$ cat config.mk
export PLATFORM = sky130hd
export DESIGN_NAME = rtsd_cordic
export DESIGN_NICKNAME = d
export VERILOG_FILES = /design/src/hw/rtl/rtsd_pkg.sv /design/src/hw/rtl/rtsd_cordic.sv
export SDC_FILE = /design/constraint.sdc
export NUM_CORES = 2
export LEC_CHECK = 0
export ABC_AREA = 1
export BUFFER_PORTS_ARGS = -buffer_cell sky130_fd_sc_hd__buf_4
export CAP_MARGIN = 20
export CORE_MARGIN = 2
export CORE_UTILIZATION = 30
export CTS_BUF_LIST = sky130_fd_sc_hd__clkbuf_16
export DETAILED_ROUTE_END_ITERATION = 10
export GPL_ROUTABILITY_DRIVEN = 0
export HOLD_SLACK_MARGIN = 0.12
export SKIP_CTS_REPAIR_TIMING = 1
export SLEW_MARGIN = 25
export SYNTH_ARGS = -nofsm -noshare
export SYNTH_HDL_FRONTEND = slang
export SYNTH_SLANG_ARGS = --single-unit
$ cat constraint.sdc
create_clock -name clk -period 18.45 [get_ports clk]
set_input_delay 0.9225 -clock clk [delete_from_list [all_inputs] [get_ports clk]]
set_output_delay 0.9225 -clock clk [all_outputs]
set_load 0.05 [all_outputs]
$ cat src/hw/rtl/rtsd_pkg.sv
package rtsd_pkg;

	localparam int POS_WIDTH_DEF   = 32;
	localparam int VEL_WIDTH_DEF   = 24;
	localparam int ANGLE_WIDTH_DEF = 16;
	localparam int ID_BITS         = 32;
	localparam int RANGE_BITS      = 34;
	localparam int SPEED_BITS      = 26;
	localparam int CORDIC_STEPS    = 32;
	localparam int CORDIC_BITS     = 64;
	localparam int TURN_BITS       = 32;

	// arctangent of 2^-i in 2^-32 turn units
	function automatic logic [TURN_BITS-1:0] atan_turn(input logic [4:0] i);
		logic [TURN_BITS-1:0] v;
		unique case (i)
			5'd0:  v = 32'd536870912;
			5'd1:  v = 32'd316933406;
			5'd2:  v = 32'd167458907;
			5'd3:  v = 32'd85004756;
			5'd4:  v = 32'd42667331;
			5'd5:  v = 32'd21354465;
			5'd6:  v = 32'd10679838;
			5'd7:  v = 32'd5340245;
			5'd8:  v = 32'd2670163;
			5'd9:  v = 32'd1335087;
			5'd10: v = 32'd667544;
			5'd11: v = 32'd333772;
			5'd12: v = 32'd166886;
			5'd13: v = 32'd83443;
			5'd14: v = 32'd41722;
			5'd15: v = 32'd20861;
			5'd16: v = 32'd10430;
			5'd17: v = 32'd5215;
			5'd18: v = 32'd2608;
			5'd19: v = 32'd1304;
			5'd20: v = 32'd652;
			5'd21: v = 32'd326;
			5'd22: v = 32'd163;
			5'd23: v = 32'd81;
			5'd24: v = 32'd41;
			5'd25: v = 32'd20;
			5'd26: v = 32'd10;
			5'd27: v = 32'd5;
			5'd28: v = 32'd3;
			5'd29: v = 32'd1;
			5'd30: v = 32'd1;
			default: v = 32'd0;
		endcase
		return v;
	endfunction

endpackage

$ cat src/hw/rtl/rtsd_cordic.sv
module rtsd_cordic (
	input  logic                                   clk,
	input  logic                                   arst_n,
	input  logic                                   start,
	input  logic signed [rtsd_pkg::CORDIC_BITS-1:0] x_in,
	input  logic signed [rtsd_pkg::CORDIC_BITS-1:0] y_in,
	output logic                                   done,
	output logic [rtsd_pkg::TURN_BITS-1:0]          angle
);

	localparam int XW = rtsd_pkg::CORDIC_BITS;
	localparam logic [1:0] ST_IDLE = 2'd0;
	localparam logic [1:0] ST_NORM = 2'd1;
	localparam logic [1:0] ST_ITER = 2'd2;
	localparam logic [XW-1:0] LIM_FINE   = XW'(1) << 59;
	localparam logic [XW-1:0] LIM_COARSE = XW'(1) << 51;

	logic [1:0] state_q;
	logic [4:0] i_q;
	logic done_q;
	logic signed [XW-1:0] x_q, y_q, xs, ys;
	logic [rtsd_pkg::TURN_BITS-1:0] z_q;
	logic [XW-1:0] ymag, mx;

	assign ymag = y_q[XW-1] ? XW'(-y_q) : XW'(y_q);
	assign mx   = (XW'(x_q) > ymag) ? XW'(x_q) : ymag;
	assign xs   = x_q >>> i_q;
	assign ys   = y_q >>> i_q;

	always_ff @(posedge clk or negedge arst_n) begin
		if (!arst_n) begin
			state_q <= ST_IDLE;
			done_q  <= 1'b0;
			i_q     <= '0;
		end else begin
			done_q <= 1'b0;
			unique case (state_q)
				ST_IDLE: begin
					if (start) begin
						if (x_in == '0 && y_in == '0)
							done_q <= 1'b1;
						else
							state_q <= ST_NORM;
					end
				end
				ST_NORM: begin
					if (mx >= LIM_FINE) begin
						state_q <= ST_ITER;
						i_q     <= '0;
					end
				end
				ST_ITER: begin
					if (i_q == 5'(rtsd_pkg::CORDIC_STEPS - 1)) begin
						state_q <= ST_IDLE;
						done_q  <= 1'b1;
					end
					i_q <= i_q + 1'b1;
				end
				default: state_q <= ST_IDLE;
			endcase
		end
	end

	always_ff @(posedge clk) begin
		unique case (state_q)
			ST_IDLE: begin
				if (start) begin
					// turn by half a turn into the right half plane
					if (x_in < 0) begin
						x_q <= -x_in;
						y_q <= -y_in;
						z_q <= 32'h8000_0000;
					end else begin
						x_q <= x_in;
						y_q <= y_in;
						z_q <= '0;
					end
				end
			end
			ST_NORM: begin
				if (mx < LIM_COARSE) begin
					x_q <= x_q <<< 8;
					y_q <= y_q <<< 8;
				end else if (mx < LIM_FINE) begin
					x_q <= x_q <<< 1;
					y_q <= y_q <<< 1;
				end
			end
			ST_ITER: begin
				if (!y_q[XW-1]) begin
					x_q <= x_q + ys;
					y_q <= y_q - xs;
					z_q <= z_q + rtsd_pkg::atan_turn(i_q);
				end else begin
					x_q <= x_q - ys;
					y_q <= y_q + xs;
					z_q <= z_q - rtsd_pkg::atan_turn(i_q);
				end
			end
			default: ;
		endcase
	end

	assign done  = done_q;
	assign angle = z_q;

endmodule

==> results.sh <==
export IMPL_register_area_sq_um=5020
export IMPL_drt_total_wl_um=187000
export IMPL_n_fill_cell=14900
export IMPL_synth_top_cell_area_share=0.175
export IMPL_holdCritPathClass="in -> async"
export IMPL_grt_max_degree=110
export IMPL_cts_sinks=168
export IMPL_worst_pin_slew_ps=1230
export IMPL_worst_slack_ps=10320
export IMPL_crit_path_max_incr_delay_ps=960
export IMPL_fp_dieW_um=364
export IMPL_hold_viol=0
export IMPL_ys_types=67
export IMPL_worstSetupEndpointType="register"
export IMPL_die_height_um=364
export IMPL_antenna_found_initial=3
export IMPL_drive_above_1_share=0.0581
export IMPL_synth_avg_cell_area_sq_um=5.56
export IMPL_start_util=0.302
export IMPL_port_buffers=163
export IMPL_max_freq_ghz=0.123
export IMPL_whs_ps=194
export IMPL_finalMaxSlewViolations=0
export IMPL_die_area_sq_um=133000
export IMPL_synth_enable_flop_cells=160
export IMPL_synth_ff_type="edfxtp_1"
export IMPL_cts_inserted_buffers=17
export IMPL_htree_levels=4
export IMPL_drt_iter0_markers=7638
export IMPL_yosys_top_cells_area="nand2_1, nand3_1, edfxtp_1, ha_1, inv_1"
export IMPL_fin_nets=7326
export IMPL_dp_hpwl_um=151000
export IMPL_rsz0062_at_grt="false"
export IMPL_drtPass1Iterations=10
export IMPL_synthCells=7004
export IMPL_start_kind="register"
export IMPL_tritoncts="done"
export IMPL_syn_to_final_growth_pct=7.77
export IMPL_drc_errors=0
export IMPL_yosysWarningCount=0
export IMPL_relSlewSlack=0.175
export IMPL_critical_path_class="reg -> reg"
export IMPL_track_usage=0.271
export IMPL_dpl_worst_slack_ps=10880
export IMPL_ys_seq_elements=168
export IMPL_cp_max_fo=67
export IMPL_fin_worst_skew_ps=23.4
export IMPL_outcome="finished, final reports clean"
export IMPL_post_synth_top_area_cell="nand2_1"
export IMPL_io_pins=164
export IMPL_ant_nets=0
export IMPL_vias_per_cell=5.77
export IMPL_critPathSlowestCell="clkinv_2"
export IMPL_grt_overflow=0
export IMPL_grt_pass1_vias=44600
export IMPL_cp_required_ps=18760
export IMPL_fp_coreArea_sq_um=129000
export IMPL_cp_common_cell="nand2_1"
export IMPL_cp_data_arrival_time_ps=8450
export IMPL_clock_path_buffers=2
export IMPL_drt_wirelength_per_cell_um=21.5
export IMPL_vias=50300
export IMPL_cts_root_buf="clkbuf_16"
export IMPL_path_clk_slew_ps=80
export IMPL_clkLatencyLatePin_ps=560
export IMPL_ys_seq_area_frac=0.128
export IMPL_multi_input_area_sq_um=29600
export IMPL_cap_violations=0
export IMPL_syn_nets=7376
export IMPL_fin_tns_setup_ps=0
export IMPL_setup_viol=0
export IMPL_row_count=132
export IMPL_netlist_area_sq_um=39000
export IMPL_async_flop_share=0.0476
export IMPL_finalCritPeriodShare=0.441
export IMPL_fin_crit_ps=8130
export IMPL_grt_pass1_wl_um=275000
worst max-delay path, delay by kind of cell (launching register included):
kind / cells / cell delay [ps]
simple gates: 20 / 3940
fa+ha+maj: 1 / 430
flops: 1 / 860
xor+xnor: 1 / 210
compound gates: 4 / 660
buf+inv: 3 / 1700
synthesized netlist by cell type, drive strengths merged, types with 67 or more instances:
library cell,count
o21ai,478
ha,238
clkbuf,96
a31oi,67
nor2,773
buf,177
nand3,1095
xor2,182
edfxtp,160
nor3,112
inv,794
a21oi,517
nand4,120
nand2,1833
cell families (layout without fill, tap and decap cells):
logic type,count (synthesis),in the layout,synth area share
buffers and inverters,1068,1031,0.112
other,0,1,0
xor gates and xnor gates,248,248,0.0558
AOI/OAI and AO/OA,1235,1235,0.174
and+or+nand+nor,4044,4044,0.452
DFF,168,168,0.128
adders and majority gates,241,241,0.0780
placed cells by master (no fill, tap or decap), types with 160 or more instances in the layout:
| cell type | synthesis | final |
|---|---|---|
| xor2_1 | 182 | 182 |
| a21oi_1 | 513 | 512 |
| inv_1 | 768 | 765 |
| nand2_1 | 1819 | 1818 |
| buf_4 | 27 | 201 |
| nor2_1 | 735 | 732 |
| o21ai_0 | 407 | 405 |
| ha_1 | 238 | 235 |
| edfxtp_1 | 160 | 160 |
| nand3_1 | 1082 | 1082 |
cell type report:
cell class | count | area share
Multi-Input combinational cell | 5768 | 0.706
Timing Repair Buffer | 204 | 0.0370
Clock buffer | 17 | 0.0101
Inverter | 795 | 0.0714
Clock inverter | 15 | 0.00355
Sequential cell | 168 | 0.120
Tap cell | 1742 | 0.0519
Antenna cell | 1 | 0.0000596
path summary, 6_finish.rpt:
check                                       start                endpoint  slack [ps]  depth (start not counted)
max reg2reg                    i_q[1]$_DFFE_PN0P_       y_q[59]$_DFFE_PP_       10320                         29
min reg2reg                state_q[0]$_DFFE_PN0P_  state_q[0]$_DFFE_PN0P_         620                          2
min                                        arst_n          done$_DFF_PN0_         190                          1
max in group asynchronous                  arst_n      i_q[4]$_DFFE_PN0P_       18060                          1
min in group clk           state_q[0]$_DFFE_PN0P_  state_q[0]$_DFFE_PN0P_         620                          2
max                            i_q[1]$_DFFE_PN0P_       y_q[59]$_DFFE_PP_       10320                         29
state kept, by name, indices dropped and copies added, names as in the netlist:
name and count:
angle 32, done 1, i_q 5, state_q 2, x_q 64, y_q 64
metrics by stage:
stage,cell area (sq um),util,std cells
6_report,42000,0.325,8710
5_1_grt,42000,0.325,8709
3_5_place_dp,41400,0.320,8676
2_1_floorplan,39000,-,7004
3_3_place_gp,41400,0.320,8676
4_1_cts,41900,0.325,8708
layer usage:
metal / global-route usage / up-vias / part of all wire
li1: - / 23400 / -
met1: 0.357 / 22900 / 0.40
met2: 0.395 / 3367 / 0.40
met3: 0.0755 / 678 / 0.13
met4: 0.150 / 2 / 0.068
met5: 0 / - / 0.000069
Power is not shown: default switching activity piles up to over one toggle a cycle in this logic, so the estimate is an artifact.
