File: src/hw/rtl/rtsd_div.sv
module rtsd_div #(
	parameter int NW = 60,
	parameter int QW = 26
) (
	input  logic          clk,
	input  logic          arst_n,
	input  logic          start,
	input  logic [NW-1:0] num,
	input  logic [NW-1:0] den,
	output logic          done,
	output logic [QW-1:0] quo
);

	localparam int CW = $clog2(QW + 1);

	logic [NW-1:0] rem_q, dsh_q;
	logic [QW-1:0] quo_q;
	logic [CW-1:0] cnt_q;
	logic busy_q, done_q;
	logic ge;

	assign ge = rem_q >= dsh_q;

	always_ff @(posedge clk or negedge arst_n) begin
		if (!arst_n) begin
			busy_q <= 1'b0;
			done_q <= 1'b0;
			cnt_q  <= '0;
		end else begin
			done_q <= 1'b0;
			if (start) begin
				busy_q <= 1'b1;
				cnt_q  <= '0;
			end else if (busy_q) begin
				if (cnt_q == CW'(QW - 1)) begin
					busy_q <= 1'b0;
					done_q <= 1'b1;
				end
				cnt_q <= cnt_q + 1'b1;
			end
		end
	end

	always_ff @(posedge clk) begin
		if (start) begin
			rem_q <= num;
			dsh_q <= den << (QW - 1);
			quo_q <= '0;
		end else if (busy_q) begin
			if (ge)
				rem_q <= rem_q - dsh_q;
			dsh_q <= dsh_q >> 1;
			quo_q <= {quo_q[QW-2:0], ge};
		end
	end

	assign done = done_q;
	assign quo  = quo_q;

endmodule

File: config.mk
export PLATFORM = sky130hd
export DESIGN_NAME = rtsd_div
export DESIGN_NICKNAME = d
export VERILOG_FILES = /design/src/hw/rtl/rtsd_div.sv
export SDC_FILE = /design/constraint.sdc
export NUM_CORES = 1
export LEC_CHECK = 0
export BUFFER_PORTS_ARGS = -buffer_cell sky130_fd_sc_hd__clkbuf_2
export CAP_MARGIN = 20
export CORE_ASPECT_RATIO = 1.25
export CORE_MARGIN = 2
export CORE_UTILIZATION = 45
export CTS_CLUSTER_DIAMETER = 100
export CTS_CLUSTER_SIZE = 30
export DETAILED_ROUTE_END_ITERATION = 10
export GPL_TIMING_DRIVEN = 0
export PLACE_DENSITY = 0.66
export REMOVE_ABC_BUFFERS = 1
export SLEW_MARGIN = 40
export SYNTH_ARGS = -nofsm -noshare
export SYNTH_HDL_FRONTEND = slang
export SYNTH_SLANG_ARGS = --single-unit
File: constraint.sdc
create_clock -name clk -period 8.85 [get_ports clk]
set_clock_uncertainty 0.15 [all_clocks]
set_input_delay 1.77 -clock clk [delete_from_list [all_inputs] [get_ports clk]]
set_output_delay 1.77 -clock clk [all_outputs]
set_load 0.02 [all_outputs]
==> results.py, run 1 <==
metrics = {
    "sta": {
        "worst_pin_slew_ns": 0.740,
        "rsz0062_at_grt": "false",
        "finalCritPeriodShare": 0.495,
        "hold_viol_final": 0,
        "layout_setup_ws_ns": 4.47,
        "finalSetupTns_ns": 0,
        "setup_viol": 0,
        "clock.fmax_mhz": 228,
        "relSlewSlack": 0.504,
        "period_needed_ns": 4.38,
        "drv_slew": 0,
    },
    "die": {
        "die_h_um": 170,
        "core_mm2": 0.0215,
        "die_x_um": 136,
        "ios": 150,
        "start_util": 0.458,
        "rows": 60,
        "die_area_mm2": 0.0231,
    },
    "pwr": {
        "vdd_drop_max_mv": 0.154,
        "internal_power_uw": 2190,
        "seqPwrFrac": 0.276,
        "switchingPower_uw": 1620,
        "powerDensity_mw_per_mm2": 335,
        "p_leak_uw": 0.00508,
        "p_sw_frac": 0.425,
        "p_comb_frac": 0.525,
        "p_clk_frac": 0.198,
    },
    "clocking": {
        "clock_latency_ns": 0.43,
        "post_cts_buffers": 0,
        "cts_buffers": 17,
        "clk_pin_slew_ns": 0.07,
        "cts_buffer_depth": 2,
        "cts.sinks": 153,
        "h-tree-depth": 4,
        "cts.repair.resized": 0,
        "root_buffer": "clkbuf_16",
        "postCtsHoldBufs": 0,
        "cts_tree": "done",
    },
    "routing": {
        "vias": 8139,
        "wirelength_um": 23000,
        "drc": 0,
        "top_layer": "met4",
        "post_drt_wl_per_cell_um": 15.3,
        "wl_met2_um": 10900,
        "via_per_inst": 5.44,
        "final_antenna_net_count": 0,
        "dr.first_iter.drc_count": 510,
        "routed-wl-met3_um": 819,
        "wl_met1_um": 10700,
        "first_pass_iters": 5,
    },
    "grt": {
        "antenna_found_initial": 0,
        "grt-ovfl-total": 0,
        "grt_pass1_wl_um": 37200,
        "grt_pass1_vias": 7659,
        "grt_max_degree": 102,
        "track_usage": 0.200,
    },
    "place": {
        "port_buffers": 124,
        "pre_cts_slack_ns": 4.37,
        "gp_congestion": 0.873,
        "place_hpwl_um": 16900,
    },
    "synth": {
        "netlist_instances": 1113,
        "synth_edf_count": 95,
        "synth_mux_area_frac": 0.0534,
        "synth-simple-area-share": 0.155,
        "syn_area_per_cell_um2": 8.87,
        "ys_warn_count": 0,
        "synth_flop_cell": "edfxtp_1",
        "ys_ff_latch": 153,
        "synth_fa_ha_area_frac": 0.0806,
        "synth_top_family_by_area": "compound AO/OA/AOI/OAI gates",
        "synth_cell_type_count": 72,
        "synthArstFlopShare": 0.0458,
        "synth_compound_area_frac": 0.198,
        "syn_area_mm2": 0.00987,
        "synth_xor_area_frac": 0.0479,
        "synth-seq-area-share": 0.410,
    },
    "cells_and_area": {
        "diodes": 0,
        "nets": 1390,
        "area_growth_pct": 14.9,
        "n_fill_cell": 2047,
        "drive_gt1_frac": 0.152,
    },
    "run": {
        "max-cap-violations": 0,
    },
    "critical_path": {
        "worstPathRequired_ns": 8.82,
        "cp-start-kind": "flip-flop",
        "cp-end-kind": "flip-flop",
        "crit_type": "reg2reg",
        "cp_max_fo": 36,
        "cp_cell_sequence": "inv_1, ha_1, nand2_1, o21ai_0, nor4_1, a211oi_2, a31oi_1, o31a_1, o21a_1, o21ai_1, a21o_4, buf_12",
        "slowest_delay_ns": 0.59,
        "cpMaxStageDelayCell": "a211oi_2",
        "crit_arrival_ns": 4.34,
    },
    "worst_hold_path": {
        "hold_class": "reg2reg",
    },
    "run_status": {
        "status": "finished clean",
    },
}
==> worst max-delay path: cells and delay by family, from the launching register on <==
kind	cells	cell delay, ns
adders and majority gates	1	0.41
and+or+nand+nor	2	0.24
buffers and inverters	2	0.33
AOI/OAI and AO/OA	7	2.54
DFF	1	0.37
==> layer usage <==
metal,vias up,global-route usage
met2,172,0.321
met3,35,0.0329
met1,3780,0.270
met5,-,0
li1,4152,-
met4,0,0.0734
==> cells by family after synthesis <==
group | after synthesis
AOI/OAI and AO/OA | 309
xor gates and xnor gates | 54
buffers and inverters | 139
DFF | 153
adders and majority gates | 63
and+or+nand+nor | 343
muxes | 52
==> sequential cells by signal (all words and copies together) (netlist names) <==
signal and count:
rem_q 60, done 1, quo 26, dsh_q 60, busy_q 1, cnt_q 5
==> stage by stage <==
stage	instances	instance area, um2	total power, uW	util	hold WS, ns
after floorplan	1057	9640	2590	-	0.315
after global placement	1460	10600	3010	0.492	0.325
after detailed placement	1464	10700	3040	0.498	0.339
after CTS	1496	11300	3820	0.527	0.356
after global routing	1496	11300	4100	0.527	0.399
final	1496	11300	3810	0.527	0.348
==> final timing paths <==
path,cells past startpoint,slack (ns),end,startpoint
max,12,4.47,rem_q[33],dsh_q[24]
min,2,0.35,quo[25],quo[25]
max reg2reg,12,4.47,rem_q[33],dsh_q[24]
min reg2reg,2,0.35,quo[25],quo[25]
max in group asynchronous,1,7.35,busy_q,arst_n
min in group asynchronous,1,1.01,cnt_q[0],arst_n
==> final cells by class <==
| type | count | area, um2 | share of cell area |
|---|---|---|---|
| multi-input combinational | 821 | 5290 | 0.467 |
| sequential | 153 | 4050 | 0.357 |
| timing repair buffer | 128 | 724 | 0.0639 |
| clock buffer | 17 | 425 | 0.0375 |
| tap | 279 | 349 | 0.0308 |
| inverter | 83 | 312 | 0.0275 |
| clock inverter | 15 | 189 | 0.0167 |
==> power groups by stage <==
stage          Clock, uW  Sequential [uW]  Combinational, uW
6_report             754             1050               2000
5_1_grt              796             1070               2230
4_1_cts              772             1050               1990
3_5_place_dp           0             1070               1970
3_3_place_gp           0             1070               1940
2_1_floorplan          0             1060               1520
==> synth_stat cells (8+ instances only) <==
cell type  instances  area share
nand2_1          154       0.059
nor2_1            96       0.037
edfxtp_1          95        0.29
a21oi_1           89       0.045
inv_1             81       0.031
o21ai_0           81       0.041
ha_1              62       0.079
dfxtp_1           51        0.10
mux2i_1           50       0.051
clkbuf_1          42       0.016
o31ai_1           41       0.031
xnor2_1           33       0.029
xor2_1            21       0.019
a21o_1            20       0.015
nand4_1           17       0.011
nor3_1            15      0.0076
o21bai_1          15       0.011
nand3_1           12      0.0061
buf_1             10      0.0038
o21a_1            10      0.0076
and3_1             8      0.0051
==> placed cells by master, fill, tap and decap left out, drive strengths merged, types with 33 or more instances in the layout <==
cell type,instances
xnor2,33
dfxtp,51
nor2,97
mux2i,50
nand2,154
a21oi,89
o31ai,41
o21ai,86
inv,93
clkbuf,141
ha,62
edfxtp,95
No activity file was read; power rests on OpenSTA's default activity.
==> run 2: changes to the inputs <==
clock period = 4.15 ns   (was 8.85 ns; I/O delays follow)
==> results.py, run 2 (synthesis results as in run 1) <==
metrics = {
    "cells_and_area": {
        "nets": 1393,
        "mostFrequentLayoutCells": "nand2_1 (153), clkbuf_2 (123), nor2_1 (96)",
        "drive_gt1_frac": 0.157,
        "diodes": 0,
        "area_growth_pct": 15.5,
        "regArea_mm2": 0.00405,
        "final_core_util": 0.529,
        "final_common_cell": "nand2_1",
        "multi_input_comb_area_mm2": 0.00533,
        "n_fill_cell": 2042,
    },
    "routing": {
        "dr.first_iter.drc_count": 545,
        "wirelength_um": 23400,
        "vias": 8191,
        "final_antenna_net_count": 0,
        "post_drt_wl_per_cell_um": 15.6,
        "first_pass_iters": 5,
        "via_per_inst": 5.46,
        "drc": 0,
    },
    "grt": {
        "grt_pass1_vias": 7692,
        "grt_max_degree": 102,
        "track_usage": 0.202,
        "grt-ovfl-total": 0,
        "grt_pass1_wl_um": 37500,
        "antenna_found_initial": 0,
    },
    "clocking": {
        "clk_pin_slew_ns": 0.08,
        "postCtsHoldBufs": 0,
        "h-tree-depth": 4,
        "cts_buffers": 17,
        "cts.sinks": 153,
        "cts_buffer_depth": 2,
        "root_buffer": "clkbuf_16",
        "clock_latency_ns": 0.43,
        "cts_tree": "done",
    },
    "run": {
        "max-cap-violations": 0,
    },
    "sta": {
        "finalSetupTns_ns": 0,
        "rsz0062_at_grt": "false",
        "clock.fmax_mhz": 252,
        "setup_viol": 0,
        "relSlewSlack": 0.495,
        "worst_pin_slew_ns": 0.752,
        "layout_setup_ws_ns": 0.186,
        "timing.hold.ws_ns": 0.0673,
        "period_needed_ns": 3.96,
        "drv_slew": 0,
        "hold_viol_final": 0,
        "finalCritPeriodShare": 0.955,
    },
    "die": {
        "die_x_um": 136,
        "ios": 150,
        "die_h_um": 170,
        "die_area_mm2": 0.0231,
        "rows": 60,
        "core_mm2": 0.0215,
        "start_util": 0.458,
    },
    "run_status": {
        "status": "finished clean",
    },
    "place": {
        "port_buffers": 124,
        "pre_cts_slack_ns": -0.166,
        "gp_congestion": 0.873,
        "place_hpwl_um": 16900,
    },
    "pwr": {
        "p_leak_uw": 0.00510,
        "powerDensity_mw_per_mm2": 720,
        "vdd_drop_max_mv": 0.336,
    },
    "critical_path": {
        "r2r_slack_ns": 0.19,
        "cp-start-kind": "flip-flop",
        "cp_max_fo": 36,
        "crit_arrival_ns": 3.93,
        "crit_type": "reg2reg",
        "r2r-end": "rem_q[33]",
        "cp-end-kind": "flip-flop",
        "reg2regPathDepth": 12,
        "worstPathRequired_ns": 4.12,
        "rr_startpoint": "dsh_q[21]",
    },
    "worst_hold_path": {
        "hold_class": "in2async",
    },
}
## run 2: per-layer routing
metal  global-route usage  part of all wire  up-vias
met2                0.329              0.48      178
met3               0.0326             0.032       36
met5                    0                 0        -
li1                     -                 -     4153
met4               0.0725             0.024        0
met1                0.271              0.46     3824
## run 2: final cells by class
cell class              instances  share of cell area
multi-input cells             822               0.468
flip-flops and latches        153               0.356
repair buffers                130              0.0649
clock buffers                  17              0.0373
well taps                     279              0.0306
inverters                      83              0.0273
clock inverters                15              0.0166
## run 2: worst max-delay path by stage
stage	from	endpoint	slack, ns
2_1_floorplan	rem_q[0]	rem_q[0]	-0.11
4_1_cts	rem_q[21]	rem_q[36]	0.001
3_5_place_dp	rem_q[21]	rem_q[34]	-0.17
5_1_grt	dsh_q[21]	rem_q[33]	0.04
3_3_place_gp	start	dsh_q[43]	-4.17
6_report	dsh_q[21]	rem_q[33]	0.19
## run 2: through the flow
step                      total power [uW]  area [um2]  cells
after floorplan                       5520        9640   1057
after global placement                6420       10600   1460
after detailed placement              6490       10700   1464
after CTS                             8180       11400   1497
after global routing                  8810       11400   1499
final                                 8200       11400   1499
## run 2: power by group
part	internal (uW)	leakage, uW	total, uW	switching [uW]
clock	831	0.000301	1610	775
combinational	1740	0.00329	4350	2610
sequential	2130	0.00151	2250	121
## run 2: timing repair
item / in CTS / in global routing
buffers inserted: 0 / 2
endpoints found under the setup margin: 36 / 36
pin swaps: 1 / 1
resized for setup: 3 / 2
gates cloned: 1 / 0
## run 2: critical path: stages, from the launching register on
cell and delay, ns:
dfxtp_1 0.36, inv_1 0.05, ha_1 0.38, nand2_1 0.18, o31ai_2 0.31, a41oi_1 0.22
a211oi_4 0.46, a31oi_2 0.21, o31a_1 0.42, o21a_1 0.23, o21ai_2 0.24, a21o_4 0.19
buf_12 0.21
