File: config.mk
export PLATFORM = sky130hd
export DESIGN_NAME = rtsd_sqrt
export DESIGN_NICKNAME = d
export VERILOG_FILES = /design/src/hw/rtl/rtsd_sqrt.sv
export SDC_FILE = /design/constraint.sdc
export NUM_CORES = 1
export LEC_CHECK = 0
export ABC_AREA = 1
export BUFFER_PORTS_ARGS = -buffer_cell sky130_fd_sc_hd__buf_2
export CAP_MARGIN = 40
export CORE_MARGIN = 3
export CORE_UTILIZATION = 30
export DETAILED_ROUTE_END_ITERATION = 8
export HOLD_SLACK_MARGIN = 0.08
export PLACE_DENSITY_LB_ADDON = 0.3
export SLEW_MARGIN = 10
export SYNTH_ARGS = -nofsm -noshare
export SYNTH_HDL_FRONTEND = slang
export SYNTH_SLANG_ARGS = --single-unit
File: constraint.sdc
create_clock -name clk -period 7 [get_ports clk]
set_input_delay 0.7 -clock clk [delete_from_list [all_inputs] [get_ports clk]]
set_output_delay 0.7 -clock clk [all_outputs]
set_load 0.02 [all_outputs]
File: src/hw/rtl/rtsd_sqrt.sv
module rtsd_sqrt #(
	parameter int W = 66
) (
	input  logic           clk,
	input  logic           arst_n,
	input  logic           start,
	input  logic [W-1:0]   rad,
	output logic           done,
	output logic [W/2:0]   root
);

	localparam int STEPS = W / 2;
	localparam int CW    = $clog2(STEPS + 1);

	logic [W-1:0] op_q, res_q, one_q;
	logic [CW-1:0] cnt_q;
	logic busy_q, fin_q, done_q;
	logic [W:0] trial;
	logic ge;

	assign trial = {1'b0, res_q} + {1'b0, one_q};
	assign ge    = {1'b0, op_q} >= trial;

	always_ff @(posedge clk or negedge arst_n) begin
		if (!arst_n) begin
			busy_q <= 1'b0;
			fin_q  <= 1'b0;
			done_q <= 1'b0;
			cnt_q  <= '0;
		end else begin
			done_q <= 1'b0;
			if (start) begin
				busy_q <= 1'b1;
				cnt_q  <= '0;
			end else if (busy_q) begin
				if (cnt_q == CW'(STEPS - 1)) begin
					busy_q <= 1'b0;
					fin_q  <= 1'b1;
				end
				cnt_q <= cnt_q + 1'b1;
			end else if (fin_q) begin
				fin_q  <= 1'b0;
				done_q <= 1'b1;
			end
		end
	end

	always_ff @(posedge clk) begin
		if (start) begin
			op_q  <= rad;
			res_q <= '0;
			one_q <= W'(1) << (W - 2);
		end else if (busy_q) begin
			if (ge) begin
				op_q  <= op_q - trial[W-1:0];
				res_q <= (res_q >> 1) + one_q;
			end else begin
				res_q <= res_q >> 1;
			end
			one_q <= one_q >> 2;
		end
		// round to nearest: up when the remainder exceeds the root
		if (fin_q)
			root <= res_q[W/2:0] + ((op_q > res_q) ? (W/2+1)'(1) : (W/2+1)'(0));
	end

	assign done = done_q;

endmodule

==> summary.txt, run 1 <==
Synth
  – Yosys Warn Count: 0
  – Gate Count Post-Synth: 3682
  – EDFF count, synth: 100
  – Synthesized flop and latch total: 208
  – Main synth FF type: edfxtp_1
  – Register area share after synthesis: 22.7%
  – Syn Area/Cell: between 6 and 7 um2
  – Number of library cell types mapped by synthesis: 59
  – Ys async rst share: around 4.3%
  – Netlist area before placement: 22900 um2
  – Syn Nets: 3956

Power and ir drop
  – Static leakage: 0.0111 uW
  – Peak VDD IR: 239 uV
  – Power density over cell area: slightly above 400 nW/um2

Floorplanning
  – Cell Rows: 100
  – Initial Util: 30.5%
  – Core box area: 75100 um2
  – Die width: ~280 um
  – Top Ports: 104
  – DIE HEIGHT: 282 um
  – Die area: 79700 um2

Route
  – Initial DRT Pass Iterations: 5
  – Vias per inst: 5.32
  – Routed WL: 99600 um
  – Vias: 25251
  – DRC errors left: 0
  – Antenna viol nets, final: 0
  – Post-DR wirelength/cell: 21.0 um
  – 1st-iter DRT viols: 2456

Finish
  – Layout Nets: approximately 4000
  – Area grow syn2layout: 11.1%
  – Number of standard cells in the final layout excluding fillers: around 4700
  – Layout cell share with drive strength beyond 1: under 10%
  – Ant. Diodes: 0
  – FILL cells: 8482

Clock tree
  – Maximum clock insertion buffer count: 3
  – Worst-path clk slew: about 60 ps
  – Clk sinks: roughly 210
  – Root buffer cell: clkbuf_16
  – TritonCTS clock tree: done
  – Post_cts resized: 0
  – Post-CTS Repair Setup Buffers: 0
  – Post-cts hold buffer count: 1
  – Htree depth: 1
  – Worst skew pair latency: 610 ps
  – CTS Buf Count: 28

Worst hold path
  – Hold Path Class: in -> reg

Placed design
  – Final HPWL DP: around 83000 um
  – PortBufs: 103
  – Routability congestion estimate: 0.995
  – Inst Count DP: 4690

Worst setup path
  – CP max stage delay: 610 ps
  – Most frequent CP cell: nand2_1
  – WP buf/inv: 1
  – Data arrival, critical path: 6440 ps
  – Required time of the critical path: 7460 ps
  – Largest delay contributor family on the critical path: compound AO/OA/AOI/OAI gates
  – CP max stage cell: buf_4
  – Critical Path End Type: register
  – Critical path class: reg -> reg
  – Crit Path Max Fanout: 57
  – Worst setup SP type: register

Timing
  – Slew headroom: 44.8%
  – Min cycle time layout: 5990 ps
  – Count of final setup violators: 0
  – Fin. Hold Viols: 0
  – Final Max Slew Viols: 0
  – Final period utilization: 85.5%
  – Clock Skews: roughly 36 ps
  – Post-Route Setup TNS: 0 ps
  – Maximum clock frequency: 167 MHz
  – Unrepaired setup endpoints after global routing: false
  – Measured slew at the worst slew-check pin: 819 ps

GRT
  – Initial antenna violation count: 0
  – Total GRT Usage: 24.3%
  – Vias in the first global route: 24264
  – GRT Residual Overflow: 0
  – First-pass GRT wire length: 146000 um
  – Largest net degree at the start of global routing: 73

Run
  – Maximum Capacitance Violations: 0

Status
  – Outcome: finished clean
flip-flops by register name (all words and copies together) (netlist names):
name / count
busy_q: 1
cnt_q: 6
done: 1
fin_q: 1
one_q: 33
op_q: 66
res_q: 66
root: 34
routing by layer:
layer | wire [um] | share of wire [%] | GRT usage [%]
met1 | 45000 | 45 | 34.0
met4 | 3560 | 3.6 | 7.80
met3 | 7080 | 7.1 | 2.44
met2 | 44000 | 44 | 39.3
met5 | 0 | 0 | 0
kinds of logic (layout without fill, tap and decap cells):
family,Yosys count,in the layout,synth area share [%]
AO/OA/AOI/OAI,641,641,15.3
XOR/XNOR,143,143,5.47
adder cells (fa/ha/maj),205,205,11.2
buffers and inverters,617,709,10.6
flip-flops,208,208,22.7
AND/OR/NAND/NOR,1868,1868,34.6
area by class of cell:
type	instances	area (um2)	area share, %
tap	969	1210	4.76
clock inverter	13	148	0.580
timing repair buffer	131	792	3.11
inverter	526	1970	7.76
sequential	208	5210	20.5
clock buffer	39	808	3.18
multi-input combinational	2857	15300	60.1
report_power, final:
part	total (uW)	leakage [uW]	internal (uW)	switching [uW]
combinational	6710	0.00867	2200	4510
sequential	2330	0.00195	1800	534
clock	1520	0.000472	884	635
total	10600	0.0111	4880	5680
per-stage QoR:
stage | total power (uW) | utilization (%) | hold WS (ps) | setup slack [ps] | cell area [um2]
finish | 10600 | 33.9 | 377 | 1010 | 25400
global placement | 8860 | 32.5 | 506 | 1340 | 24400
global route | 11400 | 33.9 | 377 | 849 | 25400
detailed placement | 8890 | 32.6 | 511 | 1290 | 24500
CTS | 10400 | 33.9 | 350 | 1230 | 25400
floorplan | 6770 | - | 404 | 1020 | 22900
path summary, 6_finish.rpt:
kind / startpoint / endpoint / slack [ps] / depth (start not counted)
max in group asynchronous: arst_n / busy_q / 6330 / 2
setup / recovery: res_q[12] / res_q[18] / 1010 / 26
setup reg to reg: res_q[12] / res_q[18] / 1010 / 26
hold / removal: rad[8] / op_q[8] / 380 / 3
hold reg to reg: one_q[36] / one_q[34] / 530 / 2
min in group asynchronous: arst_n / cnt_q[5] / 480 / 2
placed cells by master (no fill, tap or decap), types with 23 or more instances in the layout:
cell,n
nand2_1,1003
inv_1,515
nor2_1,362
nand3_1,311
a21oi_1,263
o21ai_0,210
ha_1,204
buf_2,102
edfxtp_1,100
xor2_1,99
dfxtp_1,99
nor3_1,46
nand4_1,44
xnor2_1,44
o22ai_1,34
o21ai_1,31
clkbuf_16,30
or2_2,26
nand3b_1,25
o21bai_1,24
buf_4,23
worst min-delay path, cell delays in order:
cell	delay (ps)
buf_2	70
nand2_1	40
nand2_1	50
cells in the mapped netlist, types with 6 or more instances:
cell type	number	share of area (%)
nor4_1	19	0.52
o22ai_1	34	0.93
nand3b_1	25	0.82
buf_6	6	0.29
a221oi_1	7	0.27
nor2_1	364	6.0
dfrtp_1	9	0.98
buf_2	30	0.66
edfxtp_1	100	13
inv_1	516	8.5
or2_2	26	0.71
nor3_1	46	1.0
ha_1	204	11
a21boi_0	8	0.26
o21a_1	6	0.20
o21ai_0	210	4.6
clkbuf_1	40	0.66
a21o_1	14	0.46
nor2_2	8	0.22
dfxtp_1	99	8.7
o211ai_1	11	0.36
buf_4	6	0.20
nand2_1	1003	16
o21bai_1	24	0.79
a31oi_1	12	0.33
nand4_1	44	1.2
a211oi_1	6	0.20
xor2_1	99	3.8
nand3_1	311	6.8
a21oi_1	263	5.7
clkinv_1	8	0.13
xnor2_1	44	1.7
buf_1	8	0.13
o21ai_1	31	0.68
(Power assumes the default switching activity.)
==> run 2, diff against run 1 <==
==> constraint.sdc (replaced) <==
create_clock -name clk -period 7 [get_ports clk]
set_input_delay 1.05 -clock clk [delete_from_list [all_inputs] [get_ports clk]]
set_output_delay 1.05 -clock clk [all_outputs]
set_load 0.02 [all_outputs]
==> summary.txt, run 2 (synthesized netlist as in run 1, its figures left out) <==
Clock tree
  – Post-cts hold buffer count: 0
  – Post_cts resized: 0
  – Post-CTS Repair Setup Buffers: 0
  – Root buffer cell: clkbuf_16
  – CTS Buf Count: 28
  – Htree depth: 1
  – Clk sinks: 208
  – Worst skew pair latency: 610 ps
  – Worst-path clk slew: 60 ps
  – Maximum clock insertion buffer count: 3
  – TritonCTS clock tree: done

Timing
  – Slew headroom: 37.3%
  – Count of final setup violators: 0
  – Measured slew at the worst slew-check pin: 933 ps
  – Final Max Slew Viols: 0
  – Fin. Hold Viols: 0
  – Maximum clock frequency: between 150 and 200 MHz
  – Unrepaired setup endpoints after global routing: false
  – Min cycle time layout: 6000 ps
  – Post-Route Setup TNS: 0 ps
  – Final worst slack: 1000 ps
  – Clock Skews: 40.4 ps
  – Final period utilization: 85.7%

GRT
  – First-pass GRT wire length: about 150000 um
  – Initial antenna violation count: 0
  – Vias in the first global route: 24264
  – GRT Residual Overflow: 0
  – Largest net degree at the start of global routing: 73
  – Total GRT Usage: around a quarter

Worst hold path
  – Hold Path Class: in -> async

Floorplanning
  – Core box area: roughly 75000 um2
  – Die width: 282 um
  – Die area: 79700 um2
  – Cell Rows: 100
  – Initial Util: a little under a third
  – Top Ports: roughly 100
  – DIE HEIGHT: 282 um

Finish
  – Area grow syn2layout: 11.0%
  – Commonest cells after routing, fill and taps aside: nand2_1, inv_1, nor2_1
  – Layout cell share with drive strength beyond 1: under 10%
  – Biggest regs: op_q x66, res_q x66, root x34
  – Most common cell after layout, fill and taps aside: nand2_1
  – Ant. Diodes: 0
  – Layout Nets: 4025
  – Final Cell Area: 25400 um2
  – Final Util: 33.9%

Route
  – Antenna viol nets, final: 0
  – Vias: roughly 25000
  – Vias per inst: approximately 5.3
  – Post-DR wirelength/cell: 21.0 um
  – Routed WL: 99600 um
  – DRC errors left: 0
  – Initial DRT Pass Iterations: 5
  – 1st-iter DRT viols: about 2500

Power and ir drop
  – Power density over cell area: between 400 and 500 nW/um2
  – Clk network pwr share: 14.4%
  – Static leakage: around 0.011 uW
  – Peak VDD IR: 239 uV
  – Switch Pwr: 5680 uW
  – Seq pwr share: 22.1%
  – Int Power: approximately 4900 uW
  – Gate power share: 63.5%
  – Switching share of power: 53.8%

Placed design
  – Routability congestion estimate: 0.995
  – Post-DP Area: around 24000 um2
  – Place WS: 1290 ps
  – Final HPWL DP: about 83000 um
  – PortBufs: 103

Worst setup path
  – Critical path class: reg -> reg
  – Crit Path Max Fanout: 57
  – Worst setup SP type: register
  – Data arrival, critical path: 6460 ps
  – Critical Path End Type: register
  – Required time of the critical path: 7460 ps

Run
  – Maximum Capacitance Violations: 0

Status
  – Outcome: finished clean
==> run 2: metrics by stage <==
stage               power (uW)  hold WS, ps  instances
floorplan                 6770          458       3682
global placement          8860          506       4687
detailed placement        8890          511       4690
CTS                      10400          280       4742
global route             11400          299       4742
finish                   10600          292       4742
==> run 2: critical path: stages (launching register included) <==
cell	delay, ps
dfxtp_1	600
ha_1	370
nand3_1	130
nand2_1	110
nand3_1	80
nand2_1	60
nor2_1	120
nand2_2	100
nand2_1	70
nand2_1	100
a21oi_1	520
o21ai_0	370
a21o_1	240
nand2_1	50
nand2_1	70
ha_1	380
a21oi_1	320
nand2_1	130
a21oi_1	280
nand2_1	110
a21oi_1	160
nand2_2	130
nand4_4	250
buf_4	600
nand3_1	160
nand3_1	130
o21ai_0	110
==> run 2: layer usage <==
| metal | global-route usage [%] | up-vias | wire [um] |
|---|---|---|---|
| li1 | - | 12279 | - |
| met1 | 34.0 | 11856 | 44800 |
| met2 | 39.3 | 1024 | 44000 |
| met3 | 2.44 | 146 | 7200 |
| met4 | 7.80 | 0 | 3540 |
| met5 | 0 | - | 0 |
==> run 2: worst paths after layout <==
check	startpoint	endpoint	slack, ps	depth (start not counted)
max in group asynchronous	arst_n	busy_q	6520	1
worst min register to register	one_q[26]	one_q[24]	520	2
worst max-delay path	res_q[12]	res_q[18]	1000	26
worst min-delay path	arst_n	cnt_q[5]	290	1
worst max register to register	res_q[12]	res_q[18]	1000	26
min in group clk	one_q[26]	one_q[24]	520	2
==> run 2: power groups by stage <==
stage / registers, uW / logic [uW] / clock network [uW]
2_1_floorplan: 2090 / 4680 / 0
3_3_place_gp: 2320 / 6540 / 0
3_5_place_dp: 2320 / 6570 / 0
4_1_cts: 2300 / 6600 / 1550
5_1_grt: 2360 / 7470 / 1590
6_report: 2330 / 6710 / 1520
==> run 2: final cells by class <==
cell class	instances	area (um2)
tap	969	1210
clock buffer	39	808
fill	8482	49600
inverter	526	1970
multi-input combinational	2857	15300
clock inverter	13	148
sequential	208	5210
timing repair buffer	130	782
==> run 3, diff against run 2 <==
--- a/config.mk
+++ b/config.mk
@@ -8,8 +8,7 @@
 export ABC_AREA = 1
 export BUFFER_PORTS_ARGS = -buffer_cell sky130_fd_sc_hd__buf_2
 export CAP_MARGIN = 40
-export CORE_MARGIN = 3
-export CORE_UTILIZATION = 30
+export CORE_UTILIZATION = 35
 export DETAILED_ROUTE_END_ITERATION = 8
 export HOLD_SLACK_MARGIN = 0.08
 export PLACE_DENSITY_LB_ADDON = 0.3
==> summary.txt, run 3 (synthesized netlist as in run 1, its figures left out) <==
Route
  – DRC errors left: 0
  – Antenna viol nets, final: 0
  – Routed WL: 94700 um
  – Vias per inst: 5.44
  – Initial DRT Pass Iterations: 5
  – Post-DR wirelength/cell: 20.5 um
  – Vias: 25126
  – 1st-iter DRT viols: about 2400

Floorplanning
  – DIE HEIGHT: 258 um
  – Initial Util: a little over a third
  – Die width: 258 um
  – Die area: 66500 um2
  – Core box area: 64600 um2
  – Cell Rows: 93
  – Top Ports: ~100

Clock tree
  – Worst-path clk slew: 60 ps
  – TritonCTS clock tree: done
  – Post_cts resized: 0
  – Htree depth: 1
  – Maximum clock insertion buffer count: 3
  – Post-cts hold buffer count: 0
  – Clk sinks: 208
  – Worst skew pair latency: 600 ps
  – Post-CTS Repair Setup Buffers: 0
  – Root buffer cell: clkbuf_16
  – CTS Buf Count: 28

Finish
  – Commonest cells after routing, fill and taps aside: nand2_1, inv_1, nor2_1
  – Area grow syn2layout: 9.74%
  – Layout Nets: 4015
  – Most common cell after layout, fill and taps aside: nand2_1
  – Layout cell share with drive strength beyond 1: 5.85%
  – Biggest regs: op_q x66, res_q x66, root x34
  – Ant. Diodes: 0

Placed design
  – Final HPWL DP: 78600 um
  – PortBufs: 103
  – Routability congestion estimate: 1.03
  – Place WS: between 1000 and 1500 ps

Worst setup path
  – Reg2reg start: res_q[2]
  – Worst reg2reg setup slack: approximately 1200 ps
  – Data arrival, critical path: about 6200 ps
  – Largest delay contributor family on the critical path: simple AND/OR/NAND/NOR gates
  – Most frequent CP cell: nand2_1
  – Crit Path Max Fanout: 64
  – Worst setup SP type: register
  – Critical Path End Type: register
  – Critical Path Start: res_q[2]
  – WP buf/inv: 1
  – CP max stage cell: nand2_4
  – Worst R2R End: res_q[32]
  – Required time of the critical path: 7470 ps
  – Critical path class: reg -> reg
  – Reg2Reg Depth: 26
  – CP max stage delay: 640 ps

Run
  – Maximum Capacitance Violations: 0

Timing
  – Slew headroom: 40.1%
  – Final Max Slew Viols: 0
  – Post-Route Setup TNS: 0 ps
  – Final worst slack: 1240 ps
  – Clock Skews: 14.1 ps
  – Hold_ws: ~290 ps
  – Count of final setup violators: 0
  – Min cycle time layout: 5760 ps
  – Maximum clock frequency: 174 MHz
  – Final period utilization: 82.3%
  – Measured slew at the worst slew-check pin: 889 ps
  – Fin. Hold Viols: 0
  – Unrepaired setup endpoints after global routing: false

Status
  – Outcome: finished clean

Power and ir drop
  – Static leakage: 0.0110 uW
  – Peak VDD IR: 235 uV
  – Power density over cell area: 412 nW/um2
  – Power, Total: 10400 uW

GRT
  – First-pass GRT wire length: 143000 um
  – GRT Residual Overflow: 0
  – Largest net degree at the start of global routing: between 60 and 70
  – Initial antenna violation count: 0
  – Total GRT Usage: 27.9%
  – Vias in the first global route: 24143

Worst hold path
  – Hold Path Class: in -> async
-- run 3: cell count changes in the layout (fill, tap and decap cells not counted), sizes merged --
cell,before,now
bufinv,2,1
clkbuf,39,37
clkinvlp,1,0
inv,519,518
buf,130,120
clkinv,17,22
-- run 3: layout make-up --
class                   count  area, um2
clock buffers              37        787
clock inverters            15        124
fillers                  7212      39400
inverters                 526       1970
multi-input cells        2857      15300
flip-flops and latches    208       5210
well taps                 855       1070
repair buffers            120        674
-- run 3: per-layer routing --
layer	vias up	track usage [%]	routed length (um)
met4	0	10.9	4300
met2	1133	43.6	40400
met5	-	0	0
met3	186	3.77	7680
li1	12257	-	-
met1	11550	38.8	42300
-- run 3: per-stage QoR --
step,std cells,instance area (um2),util (%)
floorplan,3682,22900,-
global placement,4564,24200,37.5
detailed placement,4566,24200,37.5
CTS,4618,25100,38.9
global route,4618,25100,38.9
finish,4618,25100,38.9
-- run 3: worst max-delay path by stage --
stage,end,slack [ps],cells after the start
5_1_grt,res_q[36],910,26
3_5_place_dp,res_q[36],1360,26
6_report,res_q[32],1240,26
3_3_place_gp,res_q[40],1390,26
2_1_floorplan,op_q[0],1020,27
4_1_cts,res_q[26],1330,26
-- run 3: power breakdown --
group          total (uW)  internal, uW  switching, uW
Sequential           2340          1800            541
Combinational        6580          2160           4410
Clock                1450           828            626
Total               10400          4790           5580
